[src/rtl/csr_pkg.sv]
// shared types and constants of the can segment reassembler
// no dependencies
`timescale 1ns / 1ps

package csr_pkg;

  localparam int unsigned MaxMessage = 256;
  localparam int unsigned CntW       = 9;
  localparam int unsigned NumPayload = 7;
  localparam int unsigned IdxW       = 3;
  localparam int unsigned JobDepth   = 2;
  localparam int unsigned JobPtrW    = 1;
  localparam int unsigned JobCntW    = 2;

  localparam logic [4:0]      SeqFinal  = 5'd31;
  localparam logic [CntW-1:0] LimitMax  = CntW'(MaxMessage);
  localparam logic [CntW-1:0] LimitMin  = CntW'(1);

  typedef enum logic [2:0] {
    ST_DATA   = 3'd0,
    ST_LENGTH = 3'd1,
    ST_EMPTY  = 3'd2,
    ST_BUDGET = 3'd3,
    ST_SEQ    = 3'd4
  } status_e;

  typedef logic [NumPayload-1:0][7:0] payload_t;

  typedef struct packed {
    logic            is_err;
    status_e         status;
    logic [CntW-1:0] base;
    logic [IdxW-1:0] size;
    logic            done;
    payload_t        data;
  } job_t;

  typedef struct packed {
    logic [7:0]      data_byte;
    logic [7:0]      byte_offset;
    status_e         status;
    logic            last_of_frame;
    logic            message_done;
    logic [CntW-1:0] total_bytes;
  } result_t;

endpackage

[src/rtl/csr_front.sv]
// front end: frame checks, message state and budget register
// depends on csr_pkg
`timescale 1ns / 1ps

module csr_front (
  input  logic                    clk_i,
  input  logic                    rst_ni,
  input  logic                    cfg_valid_i,
  input  logic [csr_pkg::CntW-1:0] cfg_data_i,
  input  logic                    accept_i,
  input  logic [3:0]              length_code_i,
  input  logic [7:0]              header_byte_i,
  input  csr_pkg::payload_t       payload_i,
  output csr_pkg::job_t           job_o
);
  import csr_pkg::*;

  logic [CntW-1:0] limit_cfg_q;
  logic [4:0]      exp_seq_q, exp_seq_d;
  logic [CntW-1:0] bytes_q, bytes_d;

  logic [IdxW-1:0] size;
  logic [4:0]      seq;
  logic [CntW-1:0] limit;
  logic [CntW-1:0] remaining;
  logic [CntW:0]   sum;
  logic            len_bad, empty_bad, budget_bad, seq_bad, done;

  assign size = header_byte_i[2:0];
  assign seq  = header_byte_i[7:3];

  always_comb begin
    if (limit_cfg_q < LimitMin) begin
      limit = LimitMin;
    end else if (limit_cfg_q > LimitMax) begin
      limit = LimitMax;
    end else begin
      limit = limit_cfg_q;
    end
  end

  assign remaining  = (bytes_q < limit) ? (limit - bytes_q) : '0;
  assign sum        = {1'b0, bytes_q} + (CntW+1)'(size);
  assign len_bad    = (length_code_i != ({1'b0, size} + 4'd1));
  assign empty_bad  = (size == '0);
  assign budget_bad = (remaining < CntW'(size));
  assign seq_bad    = (seq != exp_seq_q) && (seq != SeqFinal);
  assign done       = (seq == SeqFinal) || (sum == {1'b0, limit});

  always_comb begin
    job_o.is_err = 1'b1;
    job_o.base   = bytes_q;
    job_o.size   = size;
    job_o.done   = 1'b1;
    job_o.data   = payload_i;
    if (len_bad) begin
      job_o.status = ST_LENGTH;
    end else if (empty_bad) begin
      job_o.status = ST_EMPTY;
    end else if (budget_bad) begin
      job_o.status = ST_BUDGET;
    end else if (seq_bad) begin
      job_o.status = ST_SEQ;
    end else begin
      job_o.status = ST_DATA;
      job_o.is_err = 1'b0;
      job_o.done   = done;
    end
  end

  always_comb begin
    exp_seq_d = exp_seq_q;
    bytes_d   = bytes_q;
    if (accept_i) begin
      if (job_o.done) begin
        exp_seq_d = '0;
        bytes_d   = '0;
      end else begin
        bytes_d = sum[CntW-1:0];
        if (exp_seq_q != SeqFinal) begin
          exp_seq_d = exp_seq_q + 5'd1;
        end
      end
    end
  end

  always_ff @(posedge clk_i or negedge rst_ni) begin
    if (!rst_ni) begin
      limit_cfg_q <= LimitMax;
      exp_seq_q   <= '0;
      bytes_q     <= '0;
    end else begin
      if (cfg_valid_i) begin
        limit_cfg_q <= cfg_data_i;
      end
      exp_seq_q <= exp_seq_d;
      bytes_q   <= bytes_d;
    end
  end

endmodule

[src/rtl/csr_queue.sv]
// short job queue between front end and byte emitter
// depends on csr_pkg
`timescale 1ns / 1ps

module csr_queue (
  input  logic          clk_i,
  input  logic          rst_ni,
  input  logic          wr_i,
  input  csr_pkg::job_t wr_job_i,
  output logic          full_o,
  input  logic          rd_i,
  output csr_pkg::job_t rd_job_o,
  output logic          empty_o
);
  import csr_pkg::*;

  job_t               mem_q [JobDepth];
  logic [JobPtrW-1:0] wr_ptr_q, rd_ptr_q;
  logic [JobCntW-1:0] cnt_q;
  logic               do_wr, do_rd;

  assign full_o   = (cnt_q == JobCntW'(JobDepth));
  assign empty_o  = (cnt_q == '0);
  assign do_wr    = wr_i && !full_o;
  assign do_rd    = rd_i && !empty_o;
  assign rd_job_o = mem_q[rd_ptr_q];

  always_ff @(posedge clk_i) begin
    if (do_wr) begin
      mem_q[wr_ptr_q] <= wr_job_i;
    end
  end

  always_ff @(posedge clk_i or negedge rst_ni) begin
    if (!rst_ni) begin
      wr_ptr_q <= '0;
      rd_ptr_q <= '0;
      cnt_q    <= '0;
    end else begin
      if (do_wr) begin
        wr_ptr_q <= wr_ptr_q + JobPtrW'(1);
      end
      if (do_rd) begin
        rd_ptr_q <= rd_ptr_q + JobPtrW'(1);
      end
      if (do_wr && !do_rd) begin
        cnt_q <= cnt_q + JobCntW'(1);
      end else if (do_rd && !do_wr) begin
        cnt_q <= cnt_q - JobCntW'(1);
      end
    end
  end

endmodule

[src/rtl/csr_back.sv]
// back end: walks one job per frame and emits one result per cycle while its output register is free or popped
// depends on csr_pkg
`timescale 1ns / 1ps

module csr_back (
  input  logic             clk_i,
  input  logic             rst_ni,
  input  csr_pkg::job_t    job_i,
  input  logic             job_empty_i,
  output logic             job_pop_o,
  output logic             empty_o,
  input  logic             pop_i,
  output csr_pkg::result_t res_o
);
  import csr_pkg::*;

  logic [IdxW-1:0] idx_q, idx_d;
  logic            out_valid_q;
  result_t         res_q, res_d;
  logic            load, last;
  logic [CntW-1:0] off;

  assign load = !job_empty_i && (!out_valid_q || pop_i);
  assign last = job_i.is_err || (idx_q == job_i.size - IdxW'(1));
  assign off  = job_i.base + CntW'(idx_q);

  always_comb begin
    res_d.status        = job_i.status;
    res_d.last_of_frame = last;
    res_d.message_done  = last && job_i.done;
    if (job_i.is_err) begin
      res_d.data_byte   = '0;
      res_d.byte_offset = '0;
      res_d.total_bytes = job_i.base;
    end else begin
      res_d.data_byte   = job_i.data[idx_q];
      res_d.byte_offset = off[7:0];
      res_d.total_bytes = off + CntW'(1);
    end
  end

  always_comb begin
    idx_d = idx_q;
    if (load) begin
      idx_d = last ? '0 : idx_q + IdxW'(1);
    end
  end

  assign job_pop_o = load && last;
  assign empty_o   = !out_valid_q;
  assign res_o     = res_q;

  always_ff @(posedge clk_i) begin
    if (load) begin
      res_q <= res_d;
    end
  end

  always_ff @(posedge clk_i or negedge rst_ni) begin
    if (!rst_ni) begin
      idx_q       <= '0;
      out_valid_q <= 1'b0;
    end else begin
      idx_q <= idx_d;
      if (load) begin
        out_valid_q <= 1'b1;
      end else if (pop_i) begin
        out_valid_q <= 1'b0;
      end
    end
  end

endmodule

[src/rtl/can_segment_reassembler.sv]
// top level of the can segment reassembler: front end, job queue, back end
// depends on csr_pkg, csr_front, csr_queue, csr_back
//
//   channel   direction  handshake               payload
//   frame     in         push_i / full_o         length_code_i, header_byte_i, payload_*_i
//   result    out        pop_i / empty_o         data_byte_o .. total_bytes_o
//   config    in         cfg_valid_i/cfg_ready_o cfg_data_i (message_limit)
//
// the front end takes one frame per cycle while the two-entry job queue has room
// the back end emits one result per cycle while its output register is free or popped:
// one per payload byte (1 to 7), or one for an error frame, in the single result register
// a result waiting in the output register does not stop the queue from filling
// reset clears message state, queue and output valid flag; budget returns to 256
`timescale 1ns / 1ps

module can_segment_reassembler (
  input  logic       clk_i,
  input  logic       rst_ni,
  input  logic       cfg_valid_i,
  output logic       cfg_ready_o,
  input  logic [8:0] cfg_data_i,
  input  logic       push_i,
  output logic       full_o,
  input  logic [3:0] length_code_i,
  input  logic [7:0] header_byte_i,
  input  logic [7:0] payload_0_i,
  input  logic [7:0] payload_1_i,
  input  logic [7:0] payload_2_i,
  input  logic [7:0] payload_3_i,
  input  logic [7:0] payload_4_i,
  input  logic [7:0] payload_5_i,
  input  logic [7:0] payload_6_i,
  output logic       empty_o,
  input  logic       pop_i,
  output logic [7:0] data_byte_o,
  output logic [7:0] byte_offset_o,
  output logic [2:0] status_o,
  output logic       last_of_frame_o,
  output logic       message_done_o,
  output logic [8:0] total_bytes_o
);
  import csr_pkg::*;

  payload_t payload;
  job_t     front_job, back_job;
  logic     q_full, q_empty, q_pop, accept;
  result_t  res;

  assign payload = {payload_6_i, payload_5_i, payload_4_i, payload_3_i,
                    payload_2_i, payload_1_i, payload_0_i};
  assign full_o      = q_full;
  assign accept      = push_i && !q_full;
  assign cfg_ready_o = 1'b1;

  csr_front u_front (
    .clk_i         (clk_i),
    .rst_ni        (rst_ni),
    .cfg_valid_i   (cfg_valid_i),
    .cfg_data_i    (cfg_data_i),
    .accept_i      (accept),
    .length_code_i (length_code_i),
    .header_byte_i (header_byte_i),
    .payload_i     (payload),
    .job_o         (front_job)
  );

  csr_queue u_queue (
    .clk_i    (clk_i),
    .rst_ni   (rst_ni),
    .wr_i     (push_i),
    .wr_job_i (front_job),
    .full_o   (q_full),
    .rd_i     (q_pop),
    .rd_job_o (back_job),
    .empty_o  (q_empty)
  );

  csr_back u_back (
    .clk_i       (clk_i),
    .rst_ni      (rst_ni),
    .job_i       (back_job),
    .job_empty_i (q_empty),
    .job_pop_o   (q_pop),
    .empty_o     (empty_o),
    .pop_i       (pop_i),
    .res_o       (res)
  );

  assign data_byte_o     = res.data_byte;
  assign byte_offset_o   = res.byte_offset;
  assign status_o        = res.status;
  assign last_of_frame_o = res.last_of_frame;
  assign message_done_o  = res.message_done;
  assign total_bytes_o   = res.total_bytes;

`ifndef SYNTHESIS
  a_err_ends_message: assert property (@(posedge clk_i) disable iff (!rst_ni)
    (!empty_o && status_o != ST_DATA) |-> (last_of_frame_o && message_done_o))
    else $error("error result does not end the message");

  a_err_zero_payload: assert property (@(posedge clk_i) disable iff (!rst_ni)
    (!empty_o && status_o != ST_DATA) |-> (data_byte_o == 8'd0 && byte_offset_o == 8'd0))
    else $error("error result carries data");

  a_done_is_last: assert property (@(posedge clk_i) disable iff (!rst_ni)
    (!empty_o && message_done_o) |-> last_of_frame_o)
    else $error("message done before end of frame");

  a_total_tracks_offset: assert property (@(posedge clk_i) disable iff (!rst_ni)
    (!empty_o && status_o == ST_DATA) |-> (total_bytes_o[7:0] == byte_offset_o + 8'd1))
    else $error("total bytes out of step with offset");
`endif

endmodule
[config.mk]
export PLATFORM = sky130hd
export DESIGN_NAME = can_segment_reassembler
export DESIGN_NICKNAME = d
export VERILOG_FILES = /design/src/rtl/csr_pkg.sv /design/src/rtl/csr_front.sv /design/src/rtl/csr_queue.sv /design/src/rtl/csr_back.sv /design/src/rtl/can_segment_reassembler.sv
export SDC_FILE = /design/constraint.sdc
export NUM_CORES = 1
export LEC_CHECK = 0
export ABC_AREA = 1
export BUFFER_PORTS_ARGS = -buffer_cell sky130_fd_sc_hd__buf_2
export CAP_MARGIN = 20
export CORE_ASPECT_RATIO = 0.5
export CORE_MARGIN = 2
export CORE_UTILIZATION = 50
export DETAILED_ROUTE_END_ITERATION = 6
export HOLD_SLACK_MARGIN = 0.03
export PLACE_DENSITY = 0.77
export REMOVE_ABC_BUFFERS = 1
export SLEW_MARGIN = 30
export SYNTH_ARGS = -nofsm -noshare
export SYNTH_HDL_FRONTEND = slang
export SYNTH_SLANG_ARGS = --single-unit
[constraint.sdc]
create_clock -name clk_i -period 7.9 [get_ports clk_i]
set_input_delay 0.395 -clock clk_i [delete_from_list [all_inputs] [get_ports clk_i]]
set_output_delay 0.395 -clock clk_i [all_outputs]
set_load 0.005 [all_outputs]
Word-level counts from Yosys, hierarchy flattened --
Memories as Yosys holds them, arrays and structs flattened. Cells that the tools add are included.
Word-level totals: bits in registers 61, RAM bits 146, output and inout bits 33, word-level logic and storage cells 90, memories 1
Memory list:
- u_queue.mem_q | words 2, bits a word 73, rd ports 1, clocked after memory_dff 0, wr ports 1, line csr_queue.sv:17 | job_t mem_q [JobDepth];
Operators by class: $add $sub $neg 12, $lt $le $gt $ge 5, equality and inequality tests 8, multiplexer cells 28, reductions and logical operators 22
Operator list (number):
- 9-bit two-way mux | 5
- 8-bit binary-select mux with 3-bit select | 1
- 3-bit two-way mux | 5
- 1-bit two-way mux | 12
- 9-bit by 3-bit adder with 10-bit output | 1
- 10-bit by 9-bit == test with 1-bit output | 1
- 5-bit two-way mux | 2
- 5-bit inequality test, second input constant | 2
- 9-bit by 1-bit adder with 9-bit output, second input constant | 1
- 9-bit by 3-bit adder with 9-bit output | 1
- 9-bit > comparator, second input constant | 1
- 9-bit by 1-bit less-than comparator with 1-bit output, second input constant | 1
- 9-bit by 3-bit less-than comparator with 1-bit output | 1
- 9-bit less-than comparator | 1
- 9-bit subtractor | 1
- 1-bit logical AND | 8
- 8-bit two-way mux | 1
- 2-bit nonzero test | 3
- 5-bit by 1-bit adder with 5-bit output, second input constant | 1
- 5-bit == test, second input constant | 1
- 1-bit zero test | 5
- 5-bit inequality test | 1
- 3-bit by 1-bit adder with 4-bit output, second input constant | 1
- 3-bit by 4-bit less-than comparator with 1-bit output, second input constant | 1
- 13 further kinds | 17

Logic depth before layout (Yosys ltp) --
Gate-level depths: netlist of the first run.
word-level depth 11, gate-level depth with buffers 26

Hierarchy --
Synthesis of the first run repeated with hierarchy kept, for this count alone.
Unflattened totals: cells, all modules 1134, area, all modules 10596.4 sq um
By module, submodules not included:
- csr_queue | times used 1, cells an instance 413, area an instance 5541.6 sq um, seq. area each 4484.3 sq um
- csr_front | times used 1, cells an instance 429, area an instance 2810.2 sq um, seq. area each 576.8 sq um
- csr_back | times used 1, cells an instance 288, area an instance 2223.4 sq um, seq. area each 1001.0 sq um
- can_segment_reassembler | times used 1, cells an instance 4, area an instance 21.3 sq um, seq. area each 0.0 sq um

Worst setup path after synthesis of the first run --
OpenSTA, ideal clock, no wires.
path kind reg2reg, start point register u_queue.cnt_q[1], end point memory u_queue.mem_q[1][0] (netlist name), enable pin, arrival 3.697 ns, slack 3.697 ns, stages on the path, launching flop included 4, buffers on the path 0, clock period less this slack 4.203 ns, cells stage by stage dfrtp_1 -> inv_1 -> o21ai_1 -> nor2_1
Between the ends: word-level cells in the longest chain between the ends 5
Ends and longest elaborated chain:
- start, declared | line csr_queue.sv:19 | logic [JobCntW-1:0] cnt_q;
- start signal, assigned | line csr_queue.sv:47 | cnt_q <= cnt_q + JobCntW'(1);
- start signal, assigned | line csr_queue.sv:49 | cnt_q <= cnt_q - JobCntW'(1);
- 2-bit == test | line csr_queue.sv:22 | assign full_o = (cnt_q == JobCntW'(JobDepth));
- 1-bit zero test | line csr_queue.sv:24 | assign do_wr = wr_i && !full_o;
- 1-bit logical AND | line csr_queue.sv:24
- 1-bit two-way mux | line csr_queue.sv:29 | if (do_wr) begin
- 1-bit two-way mux (not written as such) | line csr_queue.sv:30 | mem_q[wr_ptr_q] <= wr_job_i;
- end, declared | line csr_queue.sv:17
Every way passes these cells.

Final worst setup path of the first run --
start point register u_queue.rd_ptr_q, end point register u_queue.cnt_q[1]
Between the ends: word-level cells in the longest chain between the ends 9
Ends and longest elaborated chain:
- start, declared | line csr_queue.sv:18 | logic [JobPtrW-1:0] wr_ptr_q, rd_ptr_q;
- start signal, assigned | line csr_queue.sv:44 | rd_ptr_q <= rd_ptr_q + JobPtrW'(1);
- memory 2 x 73 bit (*)
- 3-bit by 1-bit subtractor with 3-bit output | line csr_back.sv:24 | assign last = job_i.is_err || (idx_q == job_i.size - IdxW'(1));
- 3-bit == test | line csr_back.sv:24
- 1-bit logical OR (*) | line csr_back.sv:24
- named net u_back.last | line csr_back.sv:20 | logic load, last;
- 1-bit logical AND (*) | line csr_back.sv:49 | assign job_pop_o = load && last;
- 1-bit logical AND (*) | line csr_queue.sv:25 | assign do_rd = rd_i && !empty_o;
- 1-bit zero test | line csr_queue.sv:46 | if (do_wr && !do_rd) begin
- 1-bit logical AND | line csr_queue.sv:46
- 2-bit two-way mux or 2-bit nonzero test (tied branches)
Mark *: on every way through the listed nets, which the timed path passes. The rest lies on a longest branch. A chain may end at the register's enable or synchronous reset.

==> impl_metrics.csv, run 1 <==
group,metric,value,unit
run_status,run_status,"complete, no violations",
power_and_ir_drop,ir_drop,0.234,mV
drt,post_drt_wl_per_cell,16.9,µm
logic_synthesis,ys_warn_count,0,
finish,areaGrowthSynthToFinish,16.4,%
setup_path,reg2reg_depth,12,
logic_synthesis,synth_cells,918,
logic_synthesis,yosys-top-cells-count,"190 x nand2_1, 176 x edfxtp_1, 102 x nor2_1",
logic_synthesis,synth-simple-area-share,0.172,
cts,post_cts_resized,0,
setup_path,cp.arrival,4.04,ns
global_route,grt_max_degree,75,
drt,drcViolationCount,0,
hold_path,hold_path_class,"input pin to flop",
die,pin_count,115,
global_route,grt_pass1_vias,7117,
logic_synthesis,synth_cell_type_count,51,
power_and_ir_drop,p_leak,4.61,nW
global_route,grt.overflow.total,0,
logic_synthesis,synthMuxAreaShare,0.00552,
logic_synthesis,syn_avg_cell_area,10.6,µm²
cts,path_clk_slew,0.07,ns
setup_path,regToRegSetupSlack,4.22,ns
hold_path,min_path_cells,1,
cts,clkLatencyLatePin,0.50,ns
power_and_ir_drop,combPwrFrac,0.302,
cts,clockBufferDepth,3,
setup_path,critPathKind,"flop to flop",
cts,cts_buffers,20,
power_and_ir_drop,p_switching,0.00132,W
die,start_util,0.506,
finish,layout-drive-gt1-share,0.185,
sta,drv_slew,0,
drt,dr.pass1.iters,5,
sta,finalClockSkew,0.0224,ns
sta,holdWs,0.0855,ns
sta,fmax,271,MHz
drt,num_vias,7106,
logic_synthesis,synth_top_area_share,0.542,
sta,setup_viol,0,
logic_synthesis,syn-cell-area,9750,µm²
power_and_ir_drop,internal_power,0.00257,W
die,core_area,19300,µm²
finish,nets,1137,
die,die_w,201,µm
placement,hpwlAfterDp,14500,µm
logic_synthesis,synthXorXnorAreaFrac,0.0258,
power_and_ir_drop,p_sw_frac,0.339,
setup_path,crit_path_max_fanout,74,
cts,cts.sinks,207,
global_route,grt_first_pass_wirelength,35100,µm
logic_synthesis,synthArstFlopShare,0.150,
logic_synthesis,synth_top_family_by_area,"simple AND/OR/NAND/NOR gates",
sta,rsz0062_at_grt,"no",
logic_synthesis,yosysMostFrequentCell,"nand2_1",
cts,cts_tree,"yes",
global_route,antenna_found_initial,1,
placement,io_buffers,113,
die,rows,36,
die,die_area,20700,µm²
setup_path,r2r_start,"u_queue.rd_ptr_q",
sta,tns,0,ns
logic_synthesis,seq_area_frac_synth,0.622,
power_and_ir_drop,power_density,343,nW/µm²
die,dieHeight,103,µm
drt,vias_per_cell,5.43,
sta,timing_hold_violations_final,0,
logic_synthesis,synth.largest_area_cell,"edfxtp_1",
run,drv_cap,0,
setup_path,timing.rr.end,"u_queue.cnt_q[1]",
logic_synthesis,ys.flop_type,"edfxtp_1",
logic_synthesis,synth-edff-count,176,
setup_path,worst_setup_path_end_kind,"flop",
setup_path,crit_path_start_kind,"flop",
logic_synthesis,synth_adder_area_share,0.0382,
sta,finalCriticalPeriod,3.68,ns
setup_path,worstSetupStartpoint,"u_queue.rd_ptr_q",
logic_synthesis,synthTopCellsByArea,"edfxtp_1 54%, dfrtp_1 7.7%, nand2_1 7.3%",
global_route,track_usage,0.214,
setup_path,cp.required,8.26,ns
power_and_ir_drop,power.share.sequential,0.426,
sta,period_share,0.466,
setup_path,critPathCapture,"u_queue.cnt_q[1]",
drt,routed_wl,22100,µm
drt,ant_nets,0,
placement,gp_congestion,0.854,
cts,cts-root-buf,"clkbuf_16",
power_and_ir_drop,clkPwrFrac,0.272,
sta,tightest_slew,0.876,ns
cts,htree_levels,1,
drt,drtIter0Drc,467,
finish,nFillCells,1578,
logic_synthesis,ys_seq_elements,207,
sta,relSlewSlack,0.415,
logic_synthesis,synth-compound-area-share,0.0934,
power groups by stage:
stage | logic [W] | registers [W] | clock network, W
after CTS | 0.00118 | 0.00166 | 0.00107
after global placement | 0.00113 | 0.00167 | 0
after global routing | 0.00133 | 0.00168 | 0.00111
after detailed placement | 0.00117 | 0.00168 | 0
after floorplan | 0.000724 | 0.00170 | 0
final | 0.00118 | 0.00166 | 0.00106
flip-flops by register name, summed over array words and instances, names as in the netlist:
| register | cells |
|---|---|
| u_queue.mem_q | 146 |
| u_back.out_valid_q | 1 |
| u_back.idx_q | 3 |
| u_front.exp_seq_q | 5 |
| u_queue.cnt_q | 2 |
| u_back.res_o | 30 |
| u_front.bytes_q | 9 |
| u_front.limit_cfg_q | 9 |
| u_queue.rd_ptr_q | 1 |
| u_queue.wr_ptr_q | 1 |
timing repair:
action / CTS / global route
hold buffers: 1 / 0
setup buffers: 0 / 0
endpoints found under the hold margin: 30 / 0
setup endpoints to repair: 0 / 0
logic make-up after synthesis:
logic type      Yosys count
mux                       5
fa+ha+maj                28
xor+xnor                 27
other cells               1
buf+inv                 107
compound gates          158
simple gates            385
flops                   207
cells in the final DEF, fill, tap and decap left out, drive strengths merged, types with 23 or more instances in the layout:
cell / n
nand2: 194
edfxtp: 176
buf: 119
nor2: 111
o21ai: 86
inv: 72
nand3: 53
dfrtp: 30
ha: 25
o22ai: 23
routing by layer:
layer | vias to the layer above | share of wire | GRT usage
met5 | - | 0 | 0
met4 | 0 | 0.024 | 0.0656
met3 | 42 | 0.050 | 0.0307
met2 | 222 | 0.51 | 0.401
met1 | 3431 | 0.42 | 0.263
li1 | 3411 | - | -
worst max-delay path, cell delays in order, from the launching register on:
cell     delay [ns]
dfrtp_2        0.36
buf_4          0.61
nand2_1        0.11
nand2_1        0.68
inv_1          0.44
nand2_1        0.23
inv_1          0.07
nor2_1         0.23
inv_1          0.08
ha_1           0.31
a21oi_1        0.13
o21ai_0        0.13
xor2_1         0.16
metrics by stage:
stage                      util  instance area, µm²  worst slack (ns)  total power, W  cells
after CTS                 0.588               11300              3.96         0.00391   1307
final                     0.589               11300              4.22         0.00389   1309
after global routing      0.588               11300              3.93         0.00412   1308
after detailed placement  0.549               10600              4.04         0.00284   1270
after floorplan               -                9620              3.17         0.00242    885
after global placement    0.549               10600              4.23         0.00279   1270
area by class of cell:
type                    count  area [µm²]  share of cell area
flip-flops and latches    207        6060               0.535
multi-input cells         604        3300               0.291
repair buffers            120         628              0.0554
clock buffers              22         529              0.0466
well taps                 266         333              0.0293
inverters                  74         280              0.0247
clock inverters            14         206              0.0182
diodes                      2        5.00            0.000441
how the worst min path moves through the flow:
stage / from / endpoint / slack (ns)
floorplan: rst_ni / u_back.idx_q[0] / 0.1
global placement: u_queue.mem_q[0][71] / u_back.res_o[13] / 0.50
detailed placement: u_queue.mem_q[0][71] / u_back.res_o[13] / 0.50
CTS: payload_1_i[7] / u_queue.mem_q[1][15] / 0.08
global route: payload_6_i[0] / u_queue.mem_q[0][48] / 0.08
finish: payload_6_i[0] / u_queue.mem_q[1][48] / 0.09
Note: power is estimated with default switching activity, not from simulation.
==> run 2: changes to the inputs <==
PLACE_DENSITY = 0.8   (was 0.77)
clock period = 3.09 ns   (was 7.9 ns; I/O delays follow)
==> impl_metrics.csv, run 2 (same netlist as run 1, synthesis figures left out) <==
group,metric,value,unit
global_route,grt_pass1_vias,7724,
placement,gp_congestion,0.921,
power_and_ir_drop,p_leak,5.06,nW
sta,tightest_slew,0.807,ns
drt,ant_nets,0,
sta,finalClockSkew,0.0114,ns
setup_path,reg2reg_depth,23,
setup_path,critPathKind,"flop to flop",
drt,drtIter0Drc,727,
die,die_w,201,µm
power_and_ir_drop,power_density,805,nW/µm²
sta,relSlewSlack,0.462,
cts,cts_tree,"yes",
finish,stdcell_count,1411,
sta,drv_slew,0,
power_and_ir_drop,power.share.sequential,0.416,
sta,tns,-0.374,ns
run_status,run_status,"finished with violations",
finish,layout_common_cells,"177 x nand2_1, 176 x edfxtp_1, 113 x buf_2",
run_status,violations,"negative setup slack",
drt,vias_per_cell,5.48,
finish,largest_reg_flops,146,
sta,fmax,316,MHz
setup_path,worst_setup_path_end_kind,"flop",
placement,place_ws,-0.0741,ns
finish,regMostFlops,"u_queue.mem_q",
drt,routed_wl,24400,µm
drt,num_vias,7730,
sta,period_share,1.02,
sta,timing.final.ws_setup,-0.0770,ns
power_and_ir_drop,ir_drop,0.507,mV
setup_path,cp.required,3.51,ns
finish,nFillCells,1402,
sta,rsz0062_at_grt,"yes",
cts,htree_levels,1,
cts,path_clk_slew,0.06,ns
placement,hpwlAfterDp,15200,µm
die,die_area,20700,µm²
placement,dp_cells,1291,
global_route,grt_max_degree,57,
die,core_area,19300,µm²
sta,setup_viol,7,
cts,cts-root-buf,"clkbuf_16",
global_route,track_usage,0.231,
drt,drcViolationCount,0,
die,dieHeight,103,µm
die,pin_count,115,
power_and_ir_drop,clkPwrFrac,0.235,
finish,layout-drive-gt1-share,0.234,
power_and_ir_drop,p_switching,0.00353,W
drt,post_drt_wl_per_cell,17.3,µm
cts,clockBufferDepth,3,
global_route,grt_first_pass_wirelength,38100,µm
setup_path,cp.arrival,3.59,ns
power_and_ir_drop,combPwrFrac,0.349,
finish,final_common_cell,"nand2_1",
cts,cts.sinks,207,
global_route,antenna_found_initial,0,
finish,antenna_cells,0,
finish,nets,1242,
power_and_ir_drop,internal_power,0.00646,W
hold_path,hold_path_class,"input pin to flop",
setup_path,crit_path_start_kind,"flop",
sta,finalCriticalPeriod,3.17,ns
global_route,grt.overflow.total,0,
drt,dr.pass1.iters,6,
hold_path,min_path_cells,1,
finish,areaGrowthSynthToFinish,27.2,%
die,start_util,0.506,
cts,clkLatencyLatePin,0.49,ns
placement,io_buffers,113,
run,drv_cap,0,
die,rows,36,
cts,cts_buffers,20,
sta,timing_hold_violations_final,0,
power_and_ir_drop,p_sw_frac,0.353,
setup_path,crit_path_max_fanout,4,
[run 2: cell count changes in the layout (fill, tap and decap cells not counted), moves of 4 or more]
cell and delta:
nor2_1 -10, inv_1 -7, nand2_2 +12, ha_4 +6
dlygate4sd3_1 +67, clkinv_1 +5, bufinv_16 -4, buf_4 +35
nand2_1 -13, ha_1 -6, nor2_2 +7, inv_2 +6
[run 2: stage by stage]
stage / util / cell area (µm²) / hold slack [ns] / total power [W]
2_1_floorplan: - / 9620 / -0.141 / 0.00620
3_3_place_gp: 0.557 / 10700 / 0.261 / 0.00724
3_5_place_dp: 0.557 / 10700 / 0.273 / 0.00738
4_1_cts: 0.628 / 12100 / 0.0324 / 0.00979
5_1_grt: 0.643 / 12400 / 0.0310 / 0.0105
6_report: 0.643 / 12400 / 0.0421 / 0.00999
[run 2: final cells by class]
cell class / instances / area [µm²] / area share
flip-flops and latches: 207 / 6060 / 0.489
multi-input cells: 604 / 3500 / 0.282
repair buffers: 225 / 1600 / 0.129
clock buffers: 22 / 529 / 0.0427
well taps: 266 / 333 / 0.0268
inverters: 74 / 283 / 0.0228
clock inverters: 13 / 87.6 / 0.00706
[run 2: final timing paths]
kind | endpoint | slack [ns] | from
hold / removal | u_queue.mem_q[1][58] | 0.04 | header_byte_i[1]
setup / recovery | u_front.exp_seq_q[0] | -0.08 | u_front.limit_cfg_q[7]
setup reg to reg | u_front.exp_seq_q[0] | -0.08 | u_front.limit_cfg_q[7]
min in group asynchronous | u_back.idx_q[0] | 0.30 | rst_ni
hold reg to reg | u_back.res_o[11] | 0.52 | u_queue.mem_q[0][69]
max in group asynchronous | u_queue.rd_ptr_q | 2.24 | rst_ni
[run 2: critical path: stages, from the launching register on]
cell and delay, ns:
dfrtp_1 0.37, inv_1 0.11, nand2_1 0.08, nor2_1 0.17
nand2_1 0.10, nand2_1 0.12, nand2_2 0.09, ha_4 0.29
nand4_1 0.06, nand3b_1 0.26, nand2_4 0.13, nor3b_2 0.05
ha_1 0.29, nand2_1 0.06, inv_1 0.05, nand2_1 0.05
inv_2 0.05, nand2_2 0.05, nand3_4 0.11, nand3_4 0.13
o21ai_4 0.21, buf_6 0.13, nand3_1 0.06, nand2_1 0.08
[run 2: metal layers]
metal,track usage,routed length [µm],vias up
met2,0.427,12500,330
li1,-,-,3611
met4,0.0854,738,0
met3,0.0322,1330,70
met1,0.283,9860,3719
met5,0,0,-
[run 2: repair_timing]
action,in CTS,in global routing
resized for setup,3,59
cloned,0,0
pin swaps,2,34
setup endpoints to repair,7,24
hold buffers,68,0
endpoints found under the hold margin,154,0
setup buffers,5,12
[run 2: power groups by stage]
stage	registers [W]	logic (W)	clock network, W
CTS	0.00415	0.00330	0.00234
global placement	0.00418	0.00306	0
floorplan	0.00435	0.00185	0
global route	0.00421	0.00386	0.00246
finish	0.00415	0.00349	0.00235
detailed placement	0.00420	0.00318	0
